[config.mk]
export PLATFORM = sky130hd
export DESIGN_NAME = byte_quota_admission_with_wait_queues_core
export DESIGN_NICKNAME = d
export VERILOG_FILES = /design/src/rtl/core/bqa_pkg.sv /design/src/rtl/core/bqa_front.sv /design/src/rtl/core/bqa_outq.sv /design/src/rtl/core/bqa_back.sv /design/src/rtl/core/byte_quota_admission_with_wait_queues_core.sv
export VERILOG_INCLUDE_DIRS = /design/src /design/src/rtl/core
export SDC_FILE = /design/constraint.sdc
export NUM_CORES = 2
export LEC_CHECK = 0
export BUFFER_PORTS_ARGS = -buffer_cell sky130_fd_sc_hd__buf_4
export CAP_MARGIN = 40
export CELL_PAD_IN_SITES_DETAIL_PLACEMENT = 0
export CELL_PAD_IN_SITES_GLOBAL_PLACEMENT = 1
export CORE_MARGIN = 3
export CORE_UTILIZATION = 50
export DETAILED_ROUTE_END_ITERATION = 12
export GPL_TIMING_DRIVEN = 0
export PLACE_DENSITY_LB_ADDON = 0.15
export SLEW_MARGIN = 40
export SYNTH_ARGS = -nofsm -noshare
export SYNTH_HDL_FRONTEND = slang
export SYNTH_HIERARCHICAL = 1
export SYNTH_SLANG_ARGS = --single-unit
[constraint.sdc]
create_clock -name i_clk -period 24.1 [get_ports i_clk]
set_input_delay 1.205 -clock i_clk [delete_from_list [all_inputs] [get_ports i_clk]]
set_output_delay 1.205 -clock i_clk [all_outputs]
set_load 0.03 [all_outputs]
[src/rtl/core/byte_quota_admission_with_wait_queues_core_assert.svh]
// ---------------------------------------------------------------------------
// Assertion macros for the byte quota admission core
// Short forms for same-cycle and next-cycle implications with sync reset.
// ---------------------------------------------------------------------------
`ifndef BYTE_QUOTA_ADMISSION_WITH_WAIT_QUEUES_CORE_ASSERT_SVH
`define BYTE_QUOTA_ADMISSION_WITH_WAIT_QUEUES_CORE_ASSERT_SVH

// The consequent must hold in the same cycle as the antecedent.
`define BQA_ASSERT_IMP(lbl, clk, rstn, ante, cons) \
    lbl: assert property (@(posedge clk) disable iff (!rstn) (ante) |-> (cons)) \
        else $error("bqa: same-cycle check failed");

// The consequent must hold in the cycle after the antecedent.
`define BQA_ASSERT_NEXT(lbl, clk, rstn, ante, cons) \
    lbl: assert property (@(posedge clk) disable iff (!rstn) (ante) |=> (cons)) \
        else $error("bqa: next-cycle check failed");

`endif

[src/rtl/core/bqa_pkg.sv]
// ---------------------------------------------------------------------------
// bqa_pkg
// Types, codes and helpers shared by the byte quota admission core.
// ---------------------------------------------------------------------------
package bqa_pkg;

    typedef enum logic [1:0] {
        CMD_REQ    = 2'd0,
        CMD_CANCEL = 2'd1,
        CMD_UNREG  = 2'd2,
        CMD_TICK   = 2'd3
    } t_cmd;

    localparam logic [2:0] CFG_ENABLED   = 3'd0;
    localparam logic [2:0] CFG_TOTAL     = 3'd1;
    localparam logic [2:0] CFG_QUOTA     = 3'd2;
    localparam logic [2:0] CFG_MIN_FREE  = 3'd3;
    localparam logic [2:0] CFG_BUF_BYTES = 3'd4;

    localparam logic [31:0] RESET_TOTAL     = 32'd67108864;
    localparam logic [31:0] RESET_QUOTA     = 32'd67108864;
    localparam logic [20:0] RESET_BUF_BYTES = 21'd4096;

    localparam int OUTQ_DEPTH = 4;

    typedef enum logic [3:0] {
        ST_IDLE,
        ST_CALC,
        ST_DECIDE,
        ST_RM_INIT,
        ST_RM_WALK,
        ST_FINISH,
        ST_TICK,
        ST_NOTE,
        ST_REPLY
    } t_state;

    // Decoded item as it waits between the front and the back.
    typedef struct packed {
        t_cmd        cmd;
        logic [3:0]  client;
        logic        neg;
        logic [32:0] mag;
        logic        io;
        logic        dov;
        logic [19:0] free;
        logic [40:0] prod;
    } t_work;

    typedef struct packed {
        logic        kind;
        logic [3:0]  client;
        logic        granted;
        logic [31:0] gbytes;
        logic [31:0] remaining;
        logic [4:0]  waiting;
        logic [4:0]  over;
        logic        last;
    } t_result;

    typedef struct packed {
        logic        enabled;
        logic [31:0] total;
        logic [31:0] quota;
        logic [19:0] min_free;
    } t_cfg;

    function automatic logic [31:0] sat32(input logic [33:0] v);
        return (v[33:32] != 2'b00) ? 32'hFFFF_FFFF : v[31:0];
    endfunction

endpackage

[src/rtl/core/bqa_front.sv]
// ---------------------------------------------------------------------------
// bqa_front
// Accepts items, decodes the byte delta and forms the buffer product.
// ---------------------------------------------------------------------------
module bqa_front (
    input  logic                i_clk,
    input  logic                i_rst_n,
    input  logic                push,
    output logic                full,
    input  logic [1:0]          i_command,
    input  logic [3:0]          i_client,
    input  logic signed [32:0]  i_byte_delta,
    input  logic                i_for_disk_io,
    input  logic                i_disk_overloaded,
    input  logic [19:0]         i_free_buffers,
    input  logic [20:0]         i_buffer_bytes,
    output logic                o_valid,
    input  logic                i_pop,
    output bqa_pkg::t_work      o_work
);
    import bqa_pkg::*;

    t_work       r_mem [2];
    logic        r_wp, r_rp;
    logic [1:0]  r_cnt;
    logic [32:0] w_raw;
    logic [20:0] w_bb;
    t_work       w_new;
    logic        w_wr, w_rd;

    assign w_raw = i_byte_delta;
    // A zero buffer size is taken as one.
    assign w_bb  = (i_buffer_bytes == 21'd0) ? 21'd1 : i_buffer_bytes;

    always_comb begin
        w_new.cmd    = t_cmd'(i_command);
        w_new.client = i_client;
        w_new.neg    = w_raw[32];
        w_new.mag    = w_raw[32] ? (33'd0 - w_raw) : w_raw;
        w_new.io     = i_for_disk_io;
        w_new.dov    = i_disk_overloaded;
        w_new.free   = i_free_buffers;
        w_new.prod   = {21'd0, i_free_buffers} * {20'd0, w_bb};
    end

    assign full    = (r_cnt == 2'd2);
    assign o_valid = (r_cnt != 2'd0);
    assign o_work  = r_mem[r_rp];
    assign w_wr    = push && !full;
    assign w_rd    = i_pop && o_valid;

    always_ff @(posedge i_clk) begin
        if (!i_rst_n) begin
            r_wp  <= 1'b0;
            r_rp  <= 1'b0;
            r_cnt <= 2'd0;
        end else begin
            if (w_wr) r_wp <= !r_wp;
            if (w_rd) r_rp <= !r_rp;
            r_cnt <= r_cnt + {1'b0, w_wr} - {1'b0, w_rd};
        end
    end

    always_ff @(posedge i_clk) begin
        if (w_wr) r_mem[r_wp] <= w_new;
    end

endmodule

[src/rtl/core/bqa_outq.sv]
// ---------------------------------------------------------------------------
// bqa_outq
// Small result queue between the back end and the result ports.
// ---------------------------------------------------------------------------
module bqa_outq (
    input  logic              i_clk,
    input  logic              i_rst_n,
    input  logic              i_wr,
    input  bqa_pkg::t_result  i_data,
    output logic              o_full,
    output logic              o_empty,
    input  logic              i_rd,
    output bqa_pkg::t_result  o_data
);
    import bqa_pkg::*;

    localparam int PW = $clog2(OUTQ_DEPTH);

    t_result       r_mem [OUTQ_DEPTH];
    logic [PW-1:0] r_wp, r_rp;
    logic [PW:0]   r_cnt;
    logic          w_wr, w_rd;

    assign o_full  = (r_cnt == (PW+1)'(OUTQ_DEPTH));
    assign o_empty = (r_cnt == '0);
    assign o_data  = r_mem[r_rp];
    assign w_wr    = i_wr && !o_full;
    assign w_rd    = i_rd && !o_empty;

    always_ff @(posedge i_clk) begin
        if (!i_rst_n) begin
            r_wp  <= '0;
            r_rp  <= '0;
            r_cnt <= '0;
        end else begin
            if (w_wr) r_wp <= r_wp + 1'b1;
            if (w_rd) r_rp <= r_rp + 1'b1;
            r_cnt <= r_cnt + (PW+1)'(w_wr) - (PW+1)'(w_rd);
        end
    end

    always_ff @(posedge i_clk) begin
        if (w_wr) r_mem[r_wp] <= i_data;
    end

endmodule

[src/rtl/core/bqa_back.sv]
// ---------------------------------------------------------------------------
// bqa_back
// Sequencer that applies one item to the client table and wait queues.
// ---------------------------------------------------------------------------
module bqa_back #(
    parameter int CLIENTS = 16
) (
    input  logic              i_clk,
    input  logic              i_rst_n,
    input  bqa_pkg::t_cfg     i_cfg,
    input  logic              i_work_valid,
    input  bqa_pkg::t_work    i_work,
    output logic              o_work_pop,
    output logic              o_res_valid,
    input  logic              i_res_full,
    output bqa_pkg::t_result  o_res
);
    import bqa_pkg::*;

    localparam int IDX_W = (CLIENTS > 1) ? $clog2(CLIENTS) : 1;
    localparam int CNT_W = $clog2(CLIENTS + 1);
    localparam logic [CNT_W-1:0] CNT_MAX = CNT_W'(CLIENTS);

    t_state r_state, n_state;
    t_work  r_work;

    logic [31:0]      r_held   [CLIENTS];
    logic [31:0]      r_wanted [CLIENTS];
    logic [IDX_W-1:0] r_link   [CLIENTS];
    logic [CLIENTS-1:0] r_wait, r_over;
    logic [IDX_W-1:0] r_head [2];
    logic [IDX_W-1:0] r_tail [2];
    logic [CNT_W-1:0] r_cnt  [2];
    logic [31:0]      r_remaining;

    logic [32:0]      r_rem;
    logic [33:0]      r_sum;
    logic             r_grant, r_q, r_newover, r_dopush;
    logic [IDX_W-1:0] r_p, r_lx, r_note_c;
    logic [CNT_W-1:0] r_i;
    logic [31:0]      r_note_w;

    logic [IDX_W-1:0] w_c, w_ra, w_la, w_link;
    logic             w_in_range, w_wt, w_ov;
    logic [31:0]      w_held, w_want, w_quota, w_newheld, w_held_grant, w_rem_grant;
    logic [32:0]      w_relsum;
    logic             w_minlow, w_low_rem, w_low_tick;
    logic             w_newover_rel, w_over_req, w_grant, w_tick_go;
    logic [31:0]      w_want_add, w_unreg_rem, w_rel_rem, w_sub_held;
    logic [CNT_W-1:0] w_rq_cnt;
    logic [IDX_W-1:0] w_rq_head, w_rq_tail;
    logic             w_rm_hit_head, w_walk_end, w_walk_hit;

    assign w_c        = IDX_W'(r_work.client);
    assign w_in_range = (32'(r_work.client) < CLIENTS);
    assign w_ra       = (r_state == ST_TICK) ? r_head[0] : w_c;
    assign w_la       = (r_state == ST_RM_WALK) ? r_p : w_ra;
    assign w_held     = r_held[w_ra];
    assign w_want     = r_wanted[w_ra];
    assign w_wt       = r_wait[w_ra];
    assign w_ov       = r_over[w_ra];
    assign w_link     = r_link[w_la];

    assign w_quota    = (i_cfg.quota < i_cfg.total) ? i_cfg.quota : i_cfg.total;
    assign w_minlow   = (r_work.free < i_cfg.min_free);
    // free * bytes <= rem is the same as free <= rem / bytes.
    assign w_low_rem  = w_minlow || (r_work.prod <= 41'(r_rem));
    assign w_low_tick = w_minlow || (r_work.prod <= 41'(r_remaining));

    assign w_newheld     = r_sum[31:0];
    assign w_relsum      = {1'b0, w_newheld} + {1'b0, w_want};
    assign w_newover_rel = ({1'b0, w_quota} < w_relsum);
    assign w_rel_rem     = sat32({1'b0, r_rem} - 34'(w_newheld));
    assign w_over_req    = ({2'b00, w_quota} < r_sum);
    assign w_grant       = !w_wt && ((r_sum == 34'd0) ||
                           ((!r_work.io || !r_work.dov) && !w_low_rem &&
                            (r_sum < {1'b0, r_rem}) && !w_over_req));
    assign w_held_grant  = sat32(r_sum);
    assign w_sub_held    = w_held_grant;
    assign w_rem_grant   = sat32({1'b0, r_rem} - 34'(w_sub_held));
    assign w_tick_go     = (r_cnt[0] != '0) && !r_work.dov && !w_low_tick &&
                           (w_want <= r_remaining);
    assign w_want_add    = sat32(34'(w_want) + 34'(r_work.mag));
    assign w_unreg_rem   = sat32(34'(r_remaining) + 34'(w_held));

    assign w_rq_cnt      = r_cnt[r_q];
    assign w_rq_head     = r_head[r_q];
    assign w_rq_tail     = r_tail[r_q];
    assign w_rm_hit_head = (w_rq_head == w_c);
    assign w_walk_end    = (r_i >= w_rq_cnt);
    assign w_walk_hit    = (w_link == w_c);

    always_ff @(posedge i_clk) begin
        if (!i_rst_n) r_state <= ST_IDLE;
        else          r_state <= n_state;
    end

    always_comb begin
        n_state     = r_state;
        o_work_pop  = 1'b0;
        o_res_valid = 1'b0;
        o_res       = '0;
        o_res.remaining = r_remaining;
        o_res.waiting   = 5'(r_cnt[0]);
        o_res.over      = 5'(r_cnt[1]);
        case (r_state)
            ST_IDLE: begin
                if (i_work_valid) begin
                    o_work_pop = 1'b1;
                    n_state    = ST_CALC;
                end
            end
            ST_CALC: begin
                if (r_work.cmd == CMD_TICK)        n_state = ST_TICK;
                else if (!w_in_range)              n_state = ST_REPLY;
                else if (r_work.cmd != CMD_REQ)    n_state = w_wt ? ST_RM_INIT : ST_FINISH;
                else if (!i_cfg.enabled)           n_state = ST_REPLY;
                else                               n_state = ST_DECIDE;
            end
            ST_DECIDE: begin
                if (r_work.neg) begin
                    n_state = (w_wt && w_ov && !w_newover_rel) ? ST_RM_INIT : ST_REPLY;
                end else if (w_grant) begin
                    n_state = ST_REPLY;
                end else if (w_wt && (w_ov != w_over_req)) begin
                    n_state = ST_RM_INIT;
                end else begin
                    n_state = ST_FINISH;
                end
            end
            ST_RM_INIT: begin
                if (w_rq_cnt == '0 || w_rm_hit_head) n_state = ST_FINISH;
                else                                 n_state = ST_RM_WALK;
            end
            ST_RM_WALK: begin
                if (w_walk_end || w_walk_hit) n_state = ST_FINISH;
            end
            ST_FINISH: n_state = ST_REPLY;
            ST_TICK:   n_state = w_tick_go ? ST_NOTE : ST_REPLY;
            ST_NOTE: begin
                o_res.kind    = 1'b1;
                o_res.client  = 4'(r_note_c);
                o_res.granted = 1'b1;
                o_res.gbytes  = r_note_w;
                if (!i_res_full) begin
                    o_res_valid = 1'b1;
                    n_state     = ST_TICK;
                end
            end
            ST_REPLY: begin
                o_res.client  = r_work.client;
                o_res.granted = r_grant;
                o_res.last    = 1'b1;
                if (!i_res_full) begin
                    o_res_valid = 1'b1;
                    n_state     = ST_IDLE;
                end
            end
            default: n_state = ST_IDLE;
        endcase
    end

    // Client table, queue pointers and budget.
    always_ff @(posedge i_clk) begin
        if (!i_rst_n) begin
            for (int k = 0; k < CLIENTS; k++) begin
                r_held[k]   <= '0;
                r_wanted[k] <= '0;
            end
            r_wait      <= '0;
            r_over      <= '0;
            r_head[0]   <= '0;
            r_head[1]   <= '0;
            r_tail[0]   <= '0;
            r_tail[1]   <= '0;
            r_cnt[0]    <= '0;
            r_cnt[1]    <= '0;
            r_remaining <= RESET_TOTAL;
        end else begin
            case (r_state)
                ST_DECIDE: begin
                    if (r_work.neg) begin
                        r_held[w_c] <= w_newheld;
                        r_remaining <= w_rel_rem;
                    end else if (w_grant) begin
                        r_held[w_c] <= w_held_grant;
                        r_remaining <= w_rem_grant;
                    end
                end
                ST_RM_INIT: begin
                    if (w_rq_cnt != '0 && w_rm_hit_head) begin
                        r_head[r_q] <= w_link;
                        r_cnt[r_q]  <= w_rq_cnt - 1'b1;
                    end
                end
                ST_RM_WALK: begin
                    if (!w_walk_end && w_walk_hit) begin
                        if (w_rq_tail == w_c) r_tail[r_q] <= r_p;
                        r_cnt[r_q] <= w_rq_cnt - 1'b1;
                    end
                end
                ST_FINISH: begin
                    if (r_work.cmd == CMD_REQ) begin
                        if (r_dopush) begin
                            r_over[w_c] <= r_newover;
                            if (r_cnt[r_newover] == '0) r_head[r_newover] <= w_c;
                            r_tail[r_newover] <= w_c;
                            if (r_cnt[r_newover] < CNT_MAX)
                                r_cnt[r_newover] <= r_cnt[r_newover] + 1'b1;
                        end
                        r_wait[w_c] <= 1'b1;
                        if (!r_work.neg) r_wanted[w_c] <= w_want_add;
                    end else begin
                        r_wanted[w_c] <= '0;
                        r_over[w_c]   <= 1'b0;
                        r_wait[w_c]   <= 1'b0;
                        if (r_work.cmd == CMD_UNREG) begin
                            r_remaining <= w_unreg_rem;
                            r_held[w_c] <= '0;
                        end
                    end
                end
                ST_TICK: begin
                    if (w_tick_go) begin
                        r_head[0]        <= w_link;
                        r_cnt[0]         <= r_cnt[0] - 1'b1;
                        r_remaining      <= r_remaining - w_want;
                        r_held[w_ra]     <= sat32(34'(w_held) + 34'(w_want));
                        r_wanted[w_ra]   <= '0;
                        r_wait[w_ra]     <= 1'b0;
                        r_over[w_ra]     <= 1'b0;
                    end
                end
                default: ;
            endcase
        end
    end

    // Working registers and queue links.
    always_ff @(posedge i_clk) begin
        case (r_state)
            ST_IDLE: begin
                if (i_work_valid) r_work <= i_work;
            end
            ST_CALC: begin
                r_grant <= (r_work.cmd == CMD_REQ) && w_in_range;
                r_q     <= w_ov;
                r_rem   <= {1'b0, r_remaining} + {1'b0, w_held};
                if (r_work.neg)
                    r_sum <= ({1'b0, w_held} > r_work.mag) ?
                             {2'b00, w_held - r_work.mag[31:0]} : 34'd0;
                else
                    r_sum <= 34'(w_want) + 34'(w_held) + 34'(r_work.mag);
            end
            ST_DECIDE: begin
                if (r_work.neg) begin
                    r_grant   <= 1'b1;
                    r_q       <= 1'b1;
                    r_newover <= 1'b0;
                    r_dopush  <= 1'b1;
                end else begin
                    r_grant   <= w_grant;
                    r_q       <= w_ov;
                    r_newover <= w_over_req;
                    r_dopush  <= !w_wt || (w_ov != w_over_req);
                end
            end
            ST_RM_INIT: begin
                r_lx <= w_link;
                r_p  <= w_rq_head;
                r_i  <= CNT_W'(1);
            end
            ST_RM_WALK: begin
                if (!w_walk_end && w_walk_hit) r_link[r_p] <= r_lx;
                r_p <= w_link;
                r_i <= r_i + 1'b1;
            end
            ST_FINISH: begin
                if (r_work.cmd == CMD_REQ && r_dopush && r_cnt[r_newover] != '0)
                    r_link[r_tail[r_newover]] <= w_c;
            end
            ST_TICK: begin
                r_grant  <= 1'b0;
                r_note_c <= r_head[0];
                r_note_w <= w_want;
            end
            default: ;
        endcase
    end

endmodule

[src/rtl/core/byte_quota_admission_with_wait_queues_core.sv]
// ---------------------------------------------------------------------------
// byte_quota_admission_with_wait_queues_core
// Byte budget admission controller with normal and over-quota wait queues.
// ---------------------------------------------------------------------------
// Sequencing: the back-end sequencer takes one item at a time and accepts
//   the next only after the last reply is offered; removing a queued client
//   walks its queue, one link per cycle. A tick grants normal-queue heads
//   in order, sending a grant notice for each.
// Reset: synchronous, active low; clears all client entries and queues at
//   once, loads the registers with their defaults and the budget with the
//   default total. Queue links are not cleared.
module byte_quota_admission_with_wait_queues_core #(
    parameter int CLIENTS = 16
) (
    input  logic               i_clk,
    input  logic               i_rst_n,
    // Item side
    input  logic               push,
    output logic               full,
    input  logic [1:0]         i_command,
    input  logic [3:0]         i_client,
    input  logic signed [32:0] i_byte_delta,
    input  logic               i_for_disk_io,
    input  logic               i_disk_overloaded,
    input  logic [19:0]        i_free_buffers,
    // Result side
    output logic               empty,
    input  logic               pop,
    output logic               o_kind,
    output logic [3:0]         o_client_out,
    output logic               o_granted,
    output logic [31:0]        o_granted_bytes,
    output logic [31:0]        o_remaining_out,
    output logic [4:0]         o_waiting_clients,
    output logic [4:0]         o_over_quota_clients,
    output logic               o_last,
    // Register writes
    input  logic               i_cfg_valid,
    output logic               o_cfg_ready,
    input  logic [2:0]         i_cfg_index,
    input  logic [31:0]        i_cfg_data
);
    import bqa_pkg::*;

    `include "byte_quota_admission_with_wait_queues_core_assert.svh"

    // Configuration registers. Writes are always taken; an unknown index
    // is dropped. Writing the total does not touch the remaining budget.
    logic        r_enabled;
    logic [31:0] r_total, r_quota;
    logic [19:0] r_min_free;
    logic [20:0] r_buf_bytes;

    assign o_cfg_ready = 1'b1;

    always_ff @(posedge i_clk) begin
        if (!i_rst_n) begin
            r_enabled   <= 1'b1;
            r_total     <= RESET_TOTAL;
            r_quota     <= RESET_QUOTA;
            r_min_free  <= '0;
            r_buf_bytes <= RESET_BUF_BYTES;
        end else if (i_cfg_valid) begin
            case (i_cfg_index)
                CFG_ENABLED:   r_enabled   <= i_cfg_data[0];
                CFG_TOTAL:     r_total     <= i_cfg_data;
                CFG_QUOTA:     r_quota     <= i_cfg_data;
                CFG_MIN_FREE:  r_min_free  <= i_cfg_data[19:0];
                CFG_BUF_BYTES: r_buf_bytes <= i_cfg_data[20:0];
                default: ;
            endcase
        end
    end

    t_cfg w_cfg;
    assign w_cfg.enabled  = r_enabled;
    assign w_cfg.total    = r_total;
    assign w_cfg.quota    = r_quota;
    assign w_cfg.min_free = r_min_free;

    // The front decodes each item and precomputes free buffers times
    // buffer size, so the back can test for low buffers with a compare.
    t_work   w_work;
    logic    w_work_valid, w_work_pop;
    t_result w_res, w_out;
    logic    w_res_valid, w_res_full;

    bqa_front u_front (
        .i_clk             (i_clk),
        .i_rst_n           (i_rst_n),
        .push              (push),
        .full              (full),
        .i_command         (i_command),
        .i_client          (i_client),
        .i_byte_delta      (i_byte_delta),
        .i_for_disk_io     (i_for_disk_io),
        .i_disk_overloaded (i_disk_overloaded),
        .i_free_buffers    (i_free_buffers),
        .i_buffer_bytes    (r_buf_bytes),
        .o_valid           (w_work_valid),
        .i_pop             (w_work_pop),
        .o_work            (w_work)
    );

    // The back owns the client table and both linked wait queues. It
    // handles one item at a time and stalls when the result queue fills.
    bqa_back #(
        .CLIENTS (CLIENTS)
    ) u_back (
        .i_clk        (i_clk),
        .i_rst_n      (i_rst_n),
        .i_cfg        (w_cfg),
        .i_work_valid (w_work_valid),
        .i_work       (w_work),
        .o_work_pop   (w_work_pop),
        .o_res_valid  (w_res_valid),
        .i_res_full   (w_res_full),
        .o_res        (w_res)
    );

    // Results wait here so the consumer can stall without holding up
    // the sequencer until the queue is full.
    bqa_outq u_outq (
        .i_clk   (i_clk),
        .i_rst_n (i_rst_n),
        .i_wr    (w_res_valid),
        .i_data  (w_res),
        .o_full  (w_res_full),
        .o_empty (empty),
        .i_rd    (pop),
        .o_data  (w_out)
    );

    assign o_kind               = w_out.kind;
    assign o_client_out         = w_out.client;
    assign o_granted            = w_out.granted;
    assign o_granted_bytes      = w_out.gbytes;
    assign o_remaining_out      = w_out.remaining;
    assign o_waiting_clients    = w_out.waiting;
    assign o_over_quota_clients = w_out.over;
    assign o_last               = w_out.last;

    // A grant notice always grants and is never the final result of a tick.
    `BQA_ASSERT_IMP(a_notice_form, i_clk, i_rst_n, !empty && o_kind, o_granted && !o_last)
    // The sequencer never offers a result the queue cannot take.
    `BQA_ASSERT_IMP(a_no_overflow, i_clk, i_rst_n, w_res_valid, !w_res_full)
    // The back never takes an item in the cycle after taking one.
    `BQA_ASSERT_NEXT(a_one_item, i_clk, i_rst_n, w_work_pop, !w_work_pop)

endmodule

After elaboration in Yosys (flattened, before gate mapping) --
Memory sizes are Yosys's and may differ from the RTL's. A register that Yosys moved wholly into a read port is not among the register bits. Cells that the tools add are included.
Operators by class: add/sub/neg operators 21, $mul 1, order comparisons 15, eq/ne operators 29, multiplexer cells 178, bitwise logic cells 13, reductions and logical operators 86
Operators by type and width (count):
- 2-to-1 mux 32 bit | 21
- adder 32 x 32 -> 33 bit | 4
- OR reduction 32 bit | 4
- 2-to-1 mux 1 bit | 103
- 2-to-1 mux 4 bit | 24
- one-hot mux 32 bit (3 select lines) | 1
- 2-to-1 mux 16 bit | 5
- subtractor 33 x 32 -> 34 bit | 2
- AND 16 bit | 4
- one-hot mux 16 bit (2 select lines) | 2
- subtractor 32 bit | 2
- less-or-equal comparator 41 x 32 -> 1 bit | 1
- less-or-equal comparator 41 x 33 -> 1 bit | 1
- multiplier 20 x 21 -> 41 bit | 1
- one-hot mux 4 bit (9 select lines) | 1
- adder 32 x 33 -> 34 bit | 1
- adder 34 x 33 -> 34 bit | 1
- logical NOT 34 bit | 1
- less-than comparator 32 x 34 -> 1 bit | 1
- less-than comparator 34 x 33 -> 1 bit | 1
- 2-to-1 mux 34 bit | 1
- greater-than comparator 32 x 33 -> 1 bit | 1
- less-than comparator 32 x 33 -> 1 bit | 1
- 2-to-1 mux 33 bit | 1
- other kinds (61) | 158
Word-level totals: register bits after elaboration 305, memory bits (writable) 1644, input bits 101, logic and storage cells 377, memories 8
Memory list:
- u_back.r_held | words 16, width 32, read ports 1, clocked after memory_dff 0, write ports 16, line bqa_back.sv:27 | logic [31:0] r_held [CLIENTS];
- u_back.r_wanted | words 16, width 32, read ports 1, clocked after memory_dff 0, write ports 16, line bqa_back.sv:28 | logic [31:0] r_wanted [CLIENTS];
- u_outq.r_mem | words 4, width 81, read ports 1, clocked after memory_dff 1, write ports 1, line bqa_outq.sv:19 | t_result r_mem [OUTQ_DEPTH];
- u_front.r_mem | words 2, width 103, read ports 1, clocked after memory_dff 1, write ports 1, line bqa_front.sv:23 | t_work r_mem [2];
- u_back.r_link | words 16, width 4, read ports 1, clocked after memory_dff 0, write ports 1, line bqa_back.sv:29 | logic [IDX_W-1:0] r_link [CLIENTS];
- u_back.r_cnt | words 2, width 5, read ports 4, clocked after memory_dff 2, write ports 2, line bqa_back.sv:33 | logic [CNT_W-1:0] r_cnt [2];
- 2 more memories

Longest topological paths before layout --
depth in word-level cells 18, mapped depth 36

Modules after synthesis --
Netlist, hierarchy kept.
Modules (own cells, without submodules):
- bqa_back | times used 1, cells an instance 7313, area an instance 80508.5 um^2, sequential area each 41549.8 um^2
- bqa_front | times used 1, cells an instance 2085, area an instance 22552.9 um^2, sequential area each 6286.0 um^2
- bqa_outq | times used 1, cells an instance 473, area an instance 12254.3 um^2, sequential area each 9909.5 um^2
- byte_quota_admission_with_wait_queues_core | times used 1, cells an instance 390, area an instance 3982.6 um^2, sequential area each 2122.0 um^2

Worst setup path before layout --
Ideal clock, no wire load.
path kind register to register, start register u_back.r_state[2], end memory u_back.r_wanted[14][0] (enable), setup time 0.466 ns, data arrival time 8.555 ns, data required time 23.634 ns, setup slack 15.080 ns, cell stages (with the launch flop) 28, path buffers 8, clock period less this slack 9.020 ns, path through dfxtp_1 buf_2 nor2b_4 nand2_4 inv_2 mux2_4 buf_4 buf_2 buf_2 buf_1 mux4_2 nand2_1 a31oi_1 ha_1 fa_1 nand2b_1 a21o_1 a211o_1 o21ai_1 a31o_2 o21ai_1 a211o_1 buf_2 nor2_1 clkbuf_1 clkbuf_1 a21oi_1 o21ai_0
RTL lines:
- start: declaration | line bqa_back.sv:24 | t_state r_state, n_state;
- start signal: assignment | line bqa_back.sv:95 | else r_state <= n_state;
- end: declaration | line bqa_back.sv:28

==> Flow_metrics.wiki <==
{| class="wikitable"
! Metric !! Value
|-
| GR met3 Demand/Resource || 8.046%
|-
| Clock root buffer || sky130_fd_sc_hd__clkbuf_16
|-
| Flip-flop and latch count after synthesis || between 2,000 and 2,500
|-
| Number of clock buffers inserted by TritonCTS || 212
|-
| Gr ovfl total || 0
|-
| Worst Path Required || 24.69 ns
|-
| Longest individual stage delay on the worst path || 0.64 ns
|-
| Clock tree from TritonCTS || yes
|-
| Avg Synthesized Cell Area || between 10 and 15 sq um
|-
| Die height || slightly below 500 um
|-
| Area of the die || 0.2445 sq mm
|-
| Transition time at the pin with the least slew margin || 0.9734 ns
|-
| Max VDD drop || around 160 uV
|-
| Portion of netlist area occupied by mux cells || a little under a tenth
|-
| Synth Area in Simple Gates || 12.54%
|-
| Relative contribution of combinational cells to total power || between 50% and 60%
|-
| Initial standard-cell utilization of the core || between 50 and 60%
|-
| Final-report max-slew violation count || 0
|-
| Final number of setup-violating endpoints || 0
|-
| I/O pin count || ~190
|-
| Number of global-route vias before repair || approximately 84,000
|-
| Number of antenna violations at the first check in global routing || 38
|-
| Cell accounting for the most synthesized area || sky130_fd_sc_hd__edfxtp_1
|-
| X dimension of the die || 494.5 um
|-
| Met1 layer usage reported by global route || between 40% and 50%
|-
| Slew Limit Headroom || 34.67%
|-
| Result of the run || finished clean
|-
| Post-route clock period utilization || 43.70%
|-
| Max Fanout on Critical Path || 10
|-
| Most Used Layer, Global Route || met2
|-
| Count of standard-cell rows || approximately 180
|-
| Final antenna-violating net count || 0
|-
| Largest net degree at the start of global routing || 45
|-
| CTS clock-pin slew for the worst setup and hold paths || 0.06 ns
|-
| Post-CTS Hold Fix Bufs || 0
|-
| Total cell area at the placement stage || 0.1268 sq mm
|-
| Worst Setup Path Type || register to register
|-
| RD Place Congestion || between 0.9 and 1
|-
| Post-synthesis to final-layout area growth || 12.26%
|-
| Clock network power share || 17.5%
|-
| Kind of end point of the critical path || register
|-
| Number of different library cells in the post-synthesis netlist || 110
|-
| HP Class || register to register
|-
| Compound-gate portion of the synthesized area || 8.539%
|-
| Dominant combinational cell family by area after synthesis || adder cells
|-
| Total number of vias || 85,826
|-
| Cell leakage power || ~53 nW
|-
| Worst reg2reg path startpoint || u_back/r_state[2]$_SDFFE_PN0P_
|-
| Pwr dens || 140.6 mW/mm^2
|-
| Post-Synth XOR/XNOR Area || 2.437%
|-
| Net total in the final layout || 11,868
|-
| First-pass detailed-route iteration total || 6
|-
| Signal arrival time at the worst endpoint || between 10 and 15 ns
|-
| Cell count after synthesis || 10,261
|-
| H-tree depth || 4
|-
| Number of max-capacitance violations reported || 0
|-
| Adder-Cell Fraction of Synth Area || roughly 13%
|-
| Wire length of the first global-routing pass || 574,800 um
|-
| Beginning of the worst hold path || r_total[17]$_SDFFE_PN0P_
|-
| Fraction of final layout cells with drive strength greater than 1 || a little over an eighth
|-
| Routed length per placed instance || 28.36 um
|-
| Sequential fraction of the synthesis area || about 50%
|-
| Buffers added on ports || 183
|-
| Number of violations reported at the end of detailed-routing iteration 0 || roughly 9,900
|-
| Worst setup skew after layout || 0.07126 ns
|-
| Source-to-sink clock delay at the later pin of the worst-skew pair || 0.89 ns
|-
| Final Critical Period || 10.53 ns
|-
| Cell at the slowest stage of the critical path || sky130_fd_sc_hd__clkbuf_1
|-
| Post-CTS Setup Repair Bufs || 0
|-
| Post-synth design cell area || 0.1193 sq mm
|-
| Internal || 10.00 mW
|-
| Unrepaired setup endpoints after global routing || false
|-
| Floorplan Core Area || 0.2363 sq mm
|-
| Top cell type's share of synthesized area || 46.99%
|-
| Crit start category || register
|-
| Gr usage total || 32.40%
|-
| Fraction of power consumed by sequential logic || 25.9%
|-
| Proportion of synthesized flip-flops having asynchronous set or reset || 0%
|-
| Net count after synthesis || 11,382
|-
| Detail Placement HPWL || about 310,000 um
|-
| Setup TNS || 0 ns
|-
| Number of gates given a new drive strength after cts || 0
|-
| Area of all placed cells without fillers || about 0.13 sq mm
|-
| Number of enable-type register cells in the synthesized netlist || 1,867
|-
| Final WL || 400,500 um
|-
| Primary FF master, synth || sky130_fd_sc_hd__edfxtp_1
|-
| Post-route DRC || 0
|-
| Fmax || between 90 and 100 MHz
|-
| Number of warnings printed during yosys synthesis || 6
|-
| Top post-synthesis cells by area || sky130_fd_sc_hd__edfxtp_1 47%, sky130_fd_sc_hd__ha_1 7.0%, sky130_fd_sc_hd__mux4_2 6.5%
|-
| Final-report hold violation count || 0
|-
| Routed via count divided by cell count || just over 6
|-
| Longest Clk Path Bufs || 3
|-
| Switching Share || a little under half
|-
| Number of sinks handled by clock tree synthesis || between 2,000 and 2,500
|-
| Sw power || 8.828 mW
|-
| Worst setup path startpoint || u_back/r_state[2]$_SDFFE_PN0P_
|-
| Met2 GRT Util || 48.96%
|}
[final cells by class]
class | count | area [sq um]
fillers | 19792 | 102400
flip-flops and latches | 2057 | 59870
multi-input cells | 6935 | 55030
clock buffers | 258 | 5558
well taps | 3150 | 3941
inverters | 723 | 2714
repair buffers | 272 | 2693
plain buffers | 546 | 2572
clock inverters | 139 | 1435
diodes | 44 | 110.1
[layout by cell type, fill, tap and decap left out, types with 175 or more instances in the layout]
cell and count:
sky130_fd_sc_hd__clkbuf_16 212, sky130_fd_sc_hd__inv_1 721, sky130_fd_sc_hd__fa_1 348, sky130_fd_sc_hd__nand2_1 968, sky130_fd_sc_hd__a21oi_1 453, sky130_fd_sc_hd__clkbuf_1 391, sky130_fd_sc_hd__buf_4 198, sky130_fd_sc_hd__and2_1 288
sky130_fd_sc_hd__mux2i_1 175, sky130_fd_sc_hd__xnor2_1 201, sky130_fd_sc_hd__o21ai_0 338, sky130_fd_sc_hd__edfxtp_1 1867, sky130_fd_sc_hd__mux4_2 342, sky130_fd_sc_hd__dfxtp_1 190, sky130_fd_sc_hd__nor2_1 1378, sky130_fd_sc_hd__ha_1 672
[flip-flops by register name, summed over array words and instances (netlist names), 16 cells and up, named ones only]
| signal | count |
|---|---|
| r_buf_bytes | 21 |
| r_min_free | 20 |
| r_quota | 32 |
| r_total | 32 |
| u_back/r_held | 512 |
| u_back/r_link | 64 |
| u_back/r_note_w | 32 |
| u_back/r_over | 16 |
| u_back/r_rem | 33 |
| u_back/r_remaining | 32 |
| u_back/r_sum | 34 |
| u_back/r_wanted | 512 |
| u_back/r_work | 99 |
| u_front/r_mem | 206 |
| u_outq/r_mem | 324 |
[logic make-up after synthesis]
| kind of cell | count (synthesis) |
|---|---|
| buffers and inverters | 1269 |
| AO/OA/AOI/OAI | 1598 |
| AND/OR/NAND/NOR | 3350 |
| flip-flops | 2057 |
| adder cells (fa/ha/maj) | 1020 |
| multiplexers | 634 |
| other | 1 |
| XOR/XNOR | 332 |
[synthesized netlist by cell type (all sizes together) (36+ instances only)]
cell type / instances
a211oi: 59
a21o: 171
a21oi: 463
a31oi: 69
and2: 319
and3: 56
buf: 152
clkbuf: 394
dfxtp: 190
edfxtp: 1867
fa: 348
ha: 672
inv: 722
mux2: 113
mux2i: 178
mux4: 343
nand2: 986
nand2b: 68
nand3: 156
nand4: 72
nor2: 1388
nor2b: 60
nor3: 93
o21a: 63
o21ai: 386
o22ai: 36
o31ai: 39
xnor2: 201
xor2: 131
[metrics by stage]
step	total power, mW	utilization [%]	hold WS [ns]	cells	worst slack, ns
finish	18.83	56.68	0.4607	14124	13.57
global route	19.85	56.65	0.4754	14100	13.26
floorplan	11.71	-	0.4337	10261	15.08
CTS	18.65	56.60	0.4607	14079	13.83
global placement	15.12	52.74	0.4421	13594	7.415
detailed placement	15.32	53.64	0.4502	13682	13.84
[routing by layer]
| layer | up-vias | share of wire [%] |
|---|---|---|
| li1 | 37773 | - |
| met1 | 43171 | 41 |
| met2 | 4084 | 44 |
| met3 | 784 | 9.9 |
| met4 | 14 | 4.4 |
| met5 | - | 0.022 |
[power groups by stage]
stage / clock network, mW / registers (mW) / logic, mW
6_report: 3.29 / 4.88 / 10.7
5_1_grt: 3.47 / 4.88 / 11.5
2_1_floorplan: 0 / 4.64 / 7.06
3_5_place_dp: 0 / 4.93 / 10.4
4_1_cts: 3.34 / 4.85 / 10.5
3_3_place_gp: 0 / 4.97 / 10.1
[worst paths after layout]
| path | endpoint | slack, ns | depth (start not counted) |
|---|---|---|---|
| setup / recovery | u_back/r_wanted[14][30]$_SDFFCE_PN0P_ | 13.57 | 30 |
| hold reg to reg | r_total[17]$_SDFFE_PN0P_ | 0.46 | 2 |
| setup reg to reg | u_back/r_wanted[14][30]$_SDFFCE_PN0P_ | 13.57 | 30 |
| hold / removal | r_total[17]$_SDFFE_PN0P_ | 0.46 | 2 |
[worst max-delay path, delay by kind of cell (launching register included)]
family	cells	cell delay, ns
fa+ha+maj	2	0.62
compound gates	9	2.78
mux	2	0.62
flops	1	0.35
buf+inv	12	4.71
simple gates	5	1.13
Note: power is estimated with default switching activity, not from simulation.
